[src/rtl/swqt_pkg.sv]
package swqt_pkg;

  // Operation codes on the func field
  typedef enum logic [1:0] {
    FN_INSERT = 2'd0,
    FN_REMOVE = 2'd1,
    FN_OUT    = 2'd2,
    FN_HEAD   = 2'd3
  } func_e;

  // Sequencer states
  typedef enum logic [1:0] {
    S_IDLE   = 2'd0,
    S_FIND   = 2'd1,
    S_UNLINK = 2'd2
  } state_e;

  // Queue end marks per process
  localparam logic [1:0] END_HEAD = 2'b01;
  localparam logic [1:0] END_TAIL = 2'b10;

endpackage

[src/rtl/swqt_in_if.sv]
interface swqt_in_if;
  logic        valid;
  logic        ready;
  logic [1:0]  func;
  logic [31:0] sem_key;
  logic [4:0]  proc_index;
  logic        proc_present;

  modport source (output valid, func, sem_key, proc_index, proc_present, input ready);
  modport sink   (input valid, func, sem_key, proc_index, proc_present, output ready);
endinterface

[src/rtl/swqt_out_if.sv]
interface swqt_out_if;
  logic       valid;
  logic       ready;
  logic       failed;
  logic [4:0] result_proc;
  logic       result_valid;

  modport source (output valid, failed, result_proc, result_valid, input ready);
  modport sink   (input valid, failed, result_proc, result_valid, output ready);
endinterface

[src/rtl/swqt_ram.sv]
module swqt_ram #(
  parameter int WIDTH = 8,
  parameter int DEPTH = 32
) (
  input  logic                     clk_i,
  input  logic                     we_i,
  input  logic [$clog2(DEPTH)-1:0] waddr_i,
  input  logic [WIDTH-1:0]         wdata_i,
  input  logic [$clog2(DEPTH)-1:0] raddr_i,
  output logic [WIDTH-1:0]         rdata_o
);

  logic [WIDTH-1:0] mem_q [DEPTH];

  // Single write port, registered read port
  always_ff @(posedge clk_i) begin
    if (we_i) begin
      mem_q[waddr_i] <= wdata_i;
    end
    rdata_o <= mem_q[raddr_i];
  end

endmodule

[src/rtl/semaphore_wait_queue_table.sv]
// Semaphore wait-queue table. Each input transfer carries one operation
// (insert, remove head, out of queue, head peek) and yields exactly one result
// transfer. Descriptor keys sit in a match array that is compared combinationally
// against the latched key; queue links (next, prev) and each blocked process's
// descriptor index live in synchronous RAMs. Remove and out go through a match
// and RAM read state, then a link update state; insert, head and failures end in
// the match state. Each result is then offered from the output register. A new item
// is taken once the previous result has left the output register.
module semaphore_wait_queue_table import swqt_pkg::*; #(
  parameter int NUM_PROCS = 32,
  parameter int KEY_BITS  = 32
) (
  input  logic        clk_i,
  input  logic        rst_ni,
  swqt_in_if.sink     in_i,
  swqt_out_if.source  out_o
);

  localparam int PW = (NUM_PROCS > 1) ? $clog2(NUM_PROCS) : 1;
  typedef logic [PW-1:0]       pidx_t;
  typedef logic [KEY_BITS-1:0] key_t;

  state_e state_q, state_d;

  // Latched item
  func_e func_q;
  key_t  key_q;
  pidx_t p_q;
  logic  have_q;
  pidx_t d_q;

  // Descriptor and process state in flops
  logic       in_use_q  [NUM_PROCS];
  key_t       dkey_q    [NUM_PROCS];
  pidx_t      head_q    [NUM_PROCS];
  pidx_t      tail_q    [NUM_PROCS];
  logic [1:0] ends_q    [NUM_PROCS];
  logic       blocked_q [NUM_PROCS];

  // Output register
  logic  out_valid_q, failed_q, rv_q;
  pidx_t rp_q;

  // RAM ports
  logic  nx_we, pv_we, ds_we;
  pidx_t nx_wa, pv_wa, ds_wa, nx_wd, pv_wd, ds_wd, rd_addr;
  pidx_t nx_rd, pv_rd, ds_rd;

  swqt_ram #(.WIDTH(PW), .DEPTH(NUM_PROCS)) u_next (
    .clk_i, .we_i(nx_we), .waddr_i(nx_wa), .wdata_i(nx_wd), .raddr_i(rd_addr), .rdata_o(nx_rd));
  swqt_ram #(.WIDTH(PW), .DEPTH(NUM_PROCS)) u_prev (
    .clk_i, .we_i(pv_we), .waddr_i(pv_wa), .wdata_i(pv_wd), .raddr_i(rd_addr), .rdata_o(pv_rd));
  swqt_ram #(.WIDTH(PW), .DEPTH(NUM_PROCS)) u_desc (
    .clk_i, .we_i(ds_we), .waddr_i(ds_wa), .wdata_i(ds_wd), .raddr_i(rd_addr), .rdata_o(ds_rd));

  // Input decode
  logic        in_xfer, out_xfer;
  logic [63:0] key_ext;
  logic [31:0] pidx_ext;
  assign in_i.ready = (state_q == S_IDLE) && !out_valid_q;
  assign in_xfer    = in_i.valid && in_i.ready;
  assign out_xfer   = out_o.valid && out_o.ready;
  assign key_ext    = {32'd0, in_i.sem_key};
  assign pidx_ext   = 32'(in_i.proc_index);

  // Key match and free search over descriptors
  logic  hit, free_ok;
  pidx_t hit_idx, free_idx;
  always_comb begin
    hit = 1'b0;
    hit_idx = '0;
    free_ok = 1'b0;
    free_idx = '0;
    for (int i = NUM_PROCS - 1; i >= 0; i--) begin
      if (in_use_q[i] && dkey_q[i] == key_q) begin
        hit = 1'b1;
        hit_idx = PW'(i);
      end
      if (!in_use_q[i]) begin
        free_ok = 1'b1;
        free_idx = PW'(i);
      end
    end
  end

  // Decisions in the match cycle
  logic  key_ok, ins_ok, to_unlink;
  pidx_t ins_d, t_idx, u_d, u_n, u_pr;
  logic [1:0] u_ends;
  assign key_ok    = key_q != '0;
  assign ins_ok    = key_ok && have_q && !blocked_q[p_q] && (hit || free_ok);
  assign ins_d     = hit ? hit_idx : free_idx;
  assign t_idx     = tail_q[hit_idx];
  assign to_unlink = ((func_q == FN_REMOVE) && key_ok && hit) ||
                     ((func_q == FN_OUT) && have_q && blocked_q[p_q]);
  assign rd_addr   = (func_q == FN_REMOVE) ? head_q[hit_idx] : p_q;
  assign u_d       = (func_q == FN_OUT) ? ds_rd : d_q;
  assign u_ends    = ends_q[p_q];
  assign u_n       = nx_rd;
  assign u_pr      = pv_rd;

  // Next state
  always_comb begin
    state_d = state_q;
    case (state_q)
      S_IDLE:   if (in_xfer) state_d = S_FIND;
      S_FIND:   state_d = to_unlink ? S_UNLINK : S_IDLE;
      S_UNLINK: state_d = S_IDLE;
      default:  state_d = S_IDLE;
    endcase
  end

  // RAM write controls
  always_comb begin
    nx_we = 1'b0; nx_wa = t_idx; nx_wd = p_q;
    pv_we = 1'b0; pv_wa = p_q;   pv_wd = t_idx;
    ds_we = 1'b0; ds_wa = p_q;   ds_wd = ins_d;
    case (state_q)
      S_FIND: begin
        if (func_q == FN_INSERT && ins_ok) begin
          ds_we = 1'b1;
          nx_we = hit;
          pv_we = hit;
        end
      end
      S_UNLINK: begin
        if (u_ends == 2'b00) begin
          nx_we = 1'b1; nx_wa = u_pr; nx_wd = u_n;
          pv_we = 1'b1; pv_wa = u_n;  pv_wd = u_pr;
        end
      end
      default: ;
    endcase
  end

  // Control registers
  always_ff @(posedge clk_i or negedge rst_ni) begin
    if (!rst_ni) begin
      state_q     <= S_IDLE;
      out_valid_q <= 1'b0;
      for (int i = 0; i < NUM_PROCS; i++) begin
        in_use_q[i]  <= 1'b0;
        blocked_q[i] <= 1'b0;
      end
    end else begin
      state_q <= state_d;
      if (out_xfer) out_valid_q <= 1'b0;
      if ((state_q == S_FIND && !to_unlink) || state_q == S_UNLINK) out_valid_q <= 1'b1;
      if (state_q == S_FIND && func_q == FN_INSERT && ins_ok) begin
        blocked_q[p_q] <= 1'b1;
        if (!hit) in_use_q[free_idx] <= 1'b1;
      end
      if (state_q == S_UNLINK) begin
        blocked_q[p_q] <= 1'b0;
        if (u_ends == (END_HEAD | END_TAIL)) in_use_q[u_d] <= 1'b0;
      end
    end
  end

  // Payload registers
  always_ff @(posedge clk_i) begin
    if (in_xfer) begin
      func_q <= func_e'(in_i.func);
      key_q  <= key_ext[KEY_BITS-1:0];
      p_q    <= pidx_ext[PW-1:0];
      have_q <= in_i.proc_present && (pidx_ext < 32'(NUM_PROCS));
    end
    case (state_q)
      S_FIND: begin
        failed_q <= 1'b1;
        rv_q     <= 1'b0;
        rp_q     <= '0;
        if (func_q == FN_REMOVE) begin
          p_q <= head_q[hit_idx];
          d_q <= hit_idx;
        end
        if (func_q == FN_HEAD && key_ok && hit) begin
          failed_q <= 1'b0;
          rv_q     <= 1'b1;
          rp_q     <= head_q[hit_idx];
        end
        if (func_q == FN_INSERT && ins_ok) begin
          failed_q <= 1'b0;
          if (hit) begin
            ends_q[t_idx]   <= ends_q[t_idx] & ~END_TAIL;
            ends_q[p_q]     <= END_TAIL;
            tail_q[hit_idx] <= p_q;
          end else begin
            dkey_q[free_idx] <= key_q;
            head_q[free_idx] <= p_q;
            tail_q[free_idx] <= p_q;
            ends_q[p_q]      <= END_HEAD | END_TAIL;
          end
        end
      end
      S_UNLINK: begin
        failed_q <= 1'b0;
        rv_q     <= 1'b1;
        rp_q     <= p_q;
        if (u_ends == END_HEAD) begin
          head_q[u_d] <= u_n;
          ends_q[u_n] <= ends_q[u_n] | END_HEAD;
        end else if (u_ends == END_TAIL) begin
          tail_q[u_d]  <= u_pr;
          ends_q[u_pr] <= ends_q[u_pr] | END_TAIL;
        end
        ends_q[p_q] <= 2'b00;
      end
      default: ;
    endcase
  end

  // Output drive
  logic [31:0] rp_ext;
  assign rp_ext             = 32'(rp_q);
  assign out_o.valid        = out_valid_q;
  assign out_o.failed       = failed_q;
  assign out_o.result_valid = rv_q;
  assign out_o.result_proc  = rv_q ? rp_ext[4:0] : 5'd0;

  // Checks
  logic [NUM_PROCS-1:0] use_vec, blk_vec;
  always_comb begin
    for (int i = 0; i < NUM_PROCS; i++) begin
      use_vec[i] = in_use_q[i];
      blk_vec[i] = blocked_q[i];
    end
  end

  a_no_accept_busy: assert property (@(posedge clk_i) disable iff (!rst_ni)
    in_xfer |=> state_q == S_FIND) else $error("accept outside idle");
  a_insert_blocks: assert property (@(posedge clk_i) disable iff (!rst_ni)
    (state_q == S_FIND && func_q == FN_INSERT && ins_ok) |=> blocked_q[$past(p_q)])
    else $error("insert did not block process");
  a_desc_count: assert property (@(posedge clk_i) disable iff (!rst_ni)
    $countones(use_vec) <= $countones(blk_vec)) else $error("descriptor without process");
  a_result_done: assert property (@(posedge clk_i) disable iff (!rst_ni)
    state_q == S_UNLINK |=> out_valid_q && !failed_q && rv_q) else $error("unlink lost result");

endmodule
[src/flat_wrapper.sv]
// flat-port wrapper written by rule: the top's interface ports become plain ports
module semaphore_wait_queue_table_flat import swqt_pkg::*;
#(
  parameter int NUM_PROCS = 32,
  parameter int KEY_BITS  = 32
)
  (clk_i, rst_ni, in_i_valid, in_i_func, in_i_sem_key, in_i_proc_index, in_i_proc_present, in_i_ready, out_o_valid, out_o_failed, out_o_result_proc, out_o_result_valid, out_o_ready);
  swqt_in_if in_i_i ();
  swqt_out_if out_o_i ();
  input  logic clk_i;
  input  logic rst_ni;
  input wire logic [$bits(in_i_i.valid)-1:0] in_i_valid;
  input wire logic [$bits(in_i_i.func)-1:0] in_i_func;
  input wire logic [$bits(in_i_i.sem_key)-1:0] in_i_sem_key;
  input wire logic [$bits(in_i_i.proc_index)-1:0] in_i_proc_index;
  input wire logic [$bits(in_i_i.proc_present)-1:0] in_i_proc_present;
  output wire logic [$bits(in_i_i.ready)-1:0] in_i_ready;
  output wire logic [$bits(out_o_i.valid)-1:0] out_o_valid;
  output wire logic [$bits(out_o_i.failed)-1:0] out_o_failed;
  output wire logic [$bits(out_o_i.result_proc)-1:0] out_o_result_proc;
  output wire logic [$bits(out_o_i.result_valid)-1:0] out_o_result_valid;
  input wire logic [$bits(out_o_i.ready)-1:0] out_o_ready;
  assign in_i_i.valid = in_i_valid;
  assign in_i_i.func = in_i_func;
  assign in_i_i.sem_key = in_i_sem_key;
  assign in_i_i.proc_index = in_i_proc_index;
  assign in_i_i.proc_present = in_i_proc_present;
  assign in_i_ready = in_i_i.ready;
  assign out_o_valid = out_o_i.valid;
  assign out_o_failed = out_o_i.failed;
  assign out_o_result_proc = out_o_i.result_proc;
  assign out_o_result_valid = out_o_i.result_valid;
  assign out_o_i.ready = out_o_ready;
  semaphore_wait_queue_table #(.NUM_PROCS(NUM_PROCS), .KEY_BITS(KEY_BITS)) u_core (.clk_i(clk_i), .rst_ni(rst_ni), .in_i(in_i_i), .out_o(out_o_i));
endmodule
[config.mk]
export PLATFORM = sky130hd
export DESIGN_NAME = semaphore_wait_queue_table_flat
export DESIGN_NICKNAME = d
export VERILOG_FILES = /design/src/rtl/swqt_pkg.sv /design/src/rtl/swqt_in_if.sv /design/src/rtl/swqt_out_if.sv /design/src/rtl/swqt_ram.sv /design/src/rtl/semaphore_wait_queue_table.sv /design/src/flat_wrapper.sv
export SDC_FILE = /design/constraint.sdc
export NUM_CORES = 2
export LEC_CHECK = 0
export ABC_AREA = 0
export ABC_CLOCK_PERIOD_IN_PS = 8700
export BUFFER_PORTS_ARGS = -buffer_cell sky130_fd_sc_hd__buf_4
export CORE_ASPECT_RATIO = 1.5
export CORE_MARGIN = 4
export CORE_UTILIZATION = 40
export CTS_CLUSTER_DIAMETER = 30
export CTS_CLUSTER_SIZE = 28
export DETAILED_ROUTE_END_ITERATION = 16
export HOLD_SLACK_MARGIN = 0.02
export PLACE_DENSITY = 0.54
export SYNTH_ARGS = -nofsm -noshare
export SYNTH_HDL_FRONTEND = slang
export SYNTH_HIERARCHICAL = 1
export SYNTH_SLANG_ARGS = --single-unit
[constraint.sdc]
create_clock -name clk_i -period 8.7 [get_ports clk_i]
set_input_delay 2.61 -clock clk_i [delete_from_list [all_inputs] [get_ports clk_i]]
set_output_delay 2.61 -clock clk_i [all_outputs]
set_load 0.01 [all_outputs]
==> flow_metrics.env <==
export IMPL_outcome="finished clean"
export IMPL_post_cts_resized=0
export IMPL_grt_pass1_wl_um=400000
export IMPL_synth_cell_types=100
export IMPL_fin_skew_ns=0.113
export IMPL_min_path_type="register to register"
export IMPL_setup_viol=0
export IMPL_nFillCells=18900
export IMPL_cts_root_buffer="clkbuf_16"
export IMPL_coreArea_um2=223000
export IMPL_ir_drop_uv=162
export IMPL_finalNetCount=6534
export IMPL_synthMuxAreaShare_pct=5.69
export IMPL_dr_pass1_iters=7
export IMPL_post_route_period_util_pct=91.1
export IMPL_ys_flop_type="edfxtp_1"
export IMPL_grt_overflow_total=0
export IMPL_multi_input_area_um2=27600
export IMPL_hold_buffers=0
export IMPL_post_place_ws_ns=0.737
export IMPL_power_total_uw=31500
export IMPL_cts_inserted_buffers=360
export IMPL_maxCapViolCount=0
export IMPL_antenna_found_initial=13
export IMPL_tightest_slew_ns=1.24
export IMPL_rsz0062_at_grt="false"
export IMPL_syn_cell_area_um2=89400
export IMPL_grt_use_met2_pct=40.7
export IMPL_grt_use_total_pct=23.5
export IMPL_end_kind="register"
export IMPL_final_max_slew_viol_count=0
export IMPL_arrival_ns=8.68
export IMPL_grt_busiest_layer="met2"
export IMPL_rows=212
export IMPL_final_util_pct=48.2
export IMPL_ant_nets=0
export IMPL_r2r_slack_ns=0.77
export IMPL_drt_wl_total_um=278000
export IMPL_gp_congestion=0.943
export IMPL_crit_fanout=28
export IMPL_crit_type="register to register"
export IMPL_syn_nets=6109
export IMPL_placedCellCount=9014
export IMPL_fin_crit_ns=7.93
export IMPL_synth_xor_area_share_pct=10.1
export IMPL_cts_tree="yes"
export IMPL_dieHeight_um=587
export IMPL_synth_simple_area_share_pct=10.7
export IMPL_cts_setup_buffers=0
export IMPL_hold_path_startpoint="u_core/state_q[0]"
export IMPL_die_area_um2=231000
export IMPL_r2r_end="u_core/u_next/rdata_o[4]"
export IMPL_initialDrtViolationCount=5475
export IMPL_grtUsageMet3_pct=3.84
export IMPL_synth_fa_ha_area_share_pct=0.0420
export IMPL_clock_sinks=2022
export IMPL_cts_htree_levels=5
export IMPL_synth_seq_cells=2022
export IMPL_num_vias=55800
export IMPL_die_w_um=394
export IMPL_grt_start_max_net_pins=97
export IMPL_yosysSeqAreaShare_pct=67.3
export IMPL_clkSlewWorstSetupHoldPaths_ns=0.05
export IMPL_viasPerCell=5.77
export IMPL_synth_top_cells_by_area="edfxtp_1 (65%), xor2_1 (7.3%), mux4_2 (4.4%), xnor2_1 (2.7%), nor4_1 (2.3%)"
export IMPL_port_buffers=52
export IMPL_crit_start="u_core/key_q[17]"
export IMPL_yosys_warnings=6
export IMPL_p_leak_uw=0.0356
export IMPL_area_delta_synth_final_pct=19.8
export IMPL_tns_ns=0
export IMPL_crit_required_ns=9.45
export IMPL_clk_path_buf_depth=4
export IMPL_synth_edff_count=1935
export IMPL_drc=0
export IMPL_ff_latch_area_um2=60200
export IMPL_synth_top_area_share_pct=65.0
export IMPL_power_density_nw_per_um2=294
export IMPL_start_kind="register"
export IMPL_crit_end="u_core/u_next/rdata_o[4]"
export IMPL_final_cells=9676
export IMPL_drive_gt1_share_pct=19.1
export IMPL_r2r_start="u_core/key_q[17]"
export IMPL_dp_hpwl_um=184000
export IMPL_yosys_area_top_type="edfxtp_1"
export IMPL_avgSynthCellArea_um2=14.8
export IMPL_synth_compound_area_share_pct=4.03
export IMPL_met1_usage_pct=28.7
export IMPL_netlist_instances=6062
export IMPL_max_freq_mhz=126
export IMPL_synthArstFlopShare_pct=3.31
export IMPL_start_util_pct=40.2
export IMPL_synth_top_family_by_area="simple AND/OR/NAND/NOR gates"
export IMPL_timing_slew_headroom_pct=16.4
export IMPL_grt_pass1_vias=56400
export IMPL_setup_ws_ns=0.775
export IMPL_hold_violations=0
export IMPL_wire_per_inst_um=28.8
export IMPL_clk_latency_ns=0.88
export IMPL_io_pins=53
export IMPL_r2r_cells=22
==> per-stage QoR <==
| step | hold WS [ns] | instance area, um2 |
|---|---|---|
| after floorplan | 0.474 | 89400 |
| after global placement | 0.496 | 94800 |
| after detailed placement | 0.496 | 94800 |
| after CTS | 0.508 | 107000 |
| after global routing | 0.546 | 107000 |
| final | 0.513 | 107000 |
==> kinds of logic after synthesis <==
logic type | Yosys count
adders and majority gates | 3
buffers and inverters | 335
muxes | 283
and+or+nand+nor | 1839
xor gates and xnor gates | 1029
AOI/OAI and AO/OA | 551
DFF | 2022
==> report_power, final <==
| part | switching, uW | internal, uW | leakage [uW] |
|---|---|---|---|
| registers | 386 | 11500 | 0.0184 |
| clock network | 5070 | 9230 | 0.00598 |
| logic | 3490 | 1800 | 0.0113 |
==> area by class of cell <==
class / instances / area share (%)
sequential: 2022 / 56.2
clock inverter: 267 / 2.88
tap: 2889 / 3.37
inverter: 34 / 0.119
timing repair buffer: 364 / 3.05
antenna: 1 / 0.00233
clock buffer: 394 / 8.68
multi-input combinational: 3705 / 25.7
==> how the worst min path moves through the flow <==
stage	to	slack, ns	depth (start not counted)
after global placement	u_core/state_q[0]	0.50	2
after floorplan	u_core/state_q[0]	0.47	2
after detailed placement	u_core/state_q[0]	0.50	2
after global routing	u_core/state_q[0]	0.55	2
after CTS	u_core/state_q[0]	0.51	2
final	u_core/state_q[0]	0.51	2
==> layer usage <==
metal / wire length, um / share of wire (%) / up-vias
met5: 13 / 0.0047 / -
met4: 13800 / 5.0 / 2
met3: 17500 / 6.3 / 630
met2: 140000 / 50 / 2342
met1: 107000 / 38 / 28500
li1: - / - / 24300
==> synthesized netlist by cell type, types with 63 or more instances <==
library cell,count
clkbuf_1,106
xor2_1,749
a21oi_1,168
nand3_1,208
mux4_2,174
nand4_1,158
nor2_1,355
o22ai_1,76
buf_6,63
buf_2,78
dfrtp_1,67
o21ai_0,72
xnor2_1,280
nor4_1,330
nor3_1,95
nand2_1,400
edfxtp_1,1935
==> registers in the layout, indices dropped and copies added, names as in the netlist <==
signal / count
u_core/blk_vec: 32
u_core/d_q: 5
u_core/dkey_q: 1024
u_core/ds_wa: 5
u_core/ends_q: 64
u_core/func_q: 2
u_core/have_q: 1
u_core/head_q: 160
u_core/in_use_q: 32
u_core/key_q: 32
u_core/out_o.failed: 1
u_core/out_o.result_valid: 1
u_core/out_o.valid: 1
u_core/rp_q: 5
u_core/state_q: 2
u_core/tail_q: 160
u_core/u_desc/mem_q: 160
u_core/u_desc/rdata_o: 5
u_core/u_next/mem_q: 160
u_core/u_next/rdata_o: 5
u_core/u_prev/mem_q: 160
u_core/u_prev/rdata_o: 5
==> cells in the final DEF, fill, tap and decap left out, types with 18 or more instances in the layout <==
cell type	n
clkinv_2	42
clkbuf_16	368
buf_4	321
a31oi_1	26
or3_1	30
nor2_1	321
nor2_2	26
mux2i_1	54
nand2b_1	37
buf_12	43
inv_1	29
o22ai_1	75
clkinvlp_4	38
nand4b_1	30
nor4b_1	21
dfxtp_1	18
edfxtp_1	1935
clkinv_4	37
nand2_1	399
mux4_2	174
xnor2_1	280
mux2_2	52
nor3_1	95
clkbuf_1	26
or4_1	41
bufinv_16	47
dfrtp_1	67
a211oi_1	19
inv_6	44
nor4_1	329
clkinv_1	34
o21ai_0	70
and2_1	25
a2bb2oi_1	38
nand4_1	158
nand3b_1	20
a21oi_1	160
nand3_1	208
xor2_1	749
==> critical path: stages, from the launching register on <==
cell      delay, ns
edfxtp_1       1.01
buf_4          0.42
xor2_1         0.14
nor4_1         0.32
nand4b_1       0.20
or3_1          0.44
o21ai_0        0.58
a21oi_1        0.27
o311ai_4       0.27
nand2_4        0.33
inv_2          0.56
nand2_1        0.13
nand3_1        0.11
o21ai_0        0.13
a21oi_1        0.23
o21ai_0        0.12
mux2_2         0.36
a21oi_4        0.18
buf_12         0.26
buf_12         0.25
mux4_2         0.51
mux4_2         0.53
mux2_2         0.29
No activity file was read; power rests on OpenSTA's default activity.
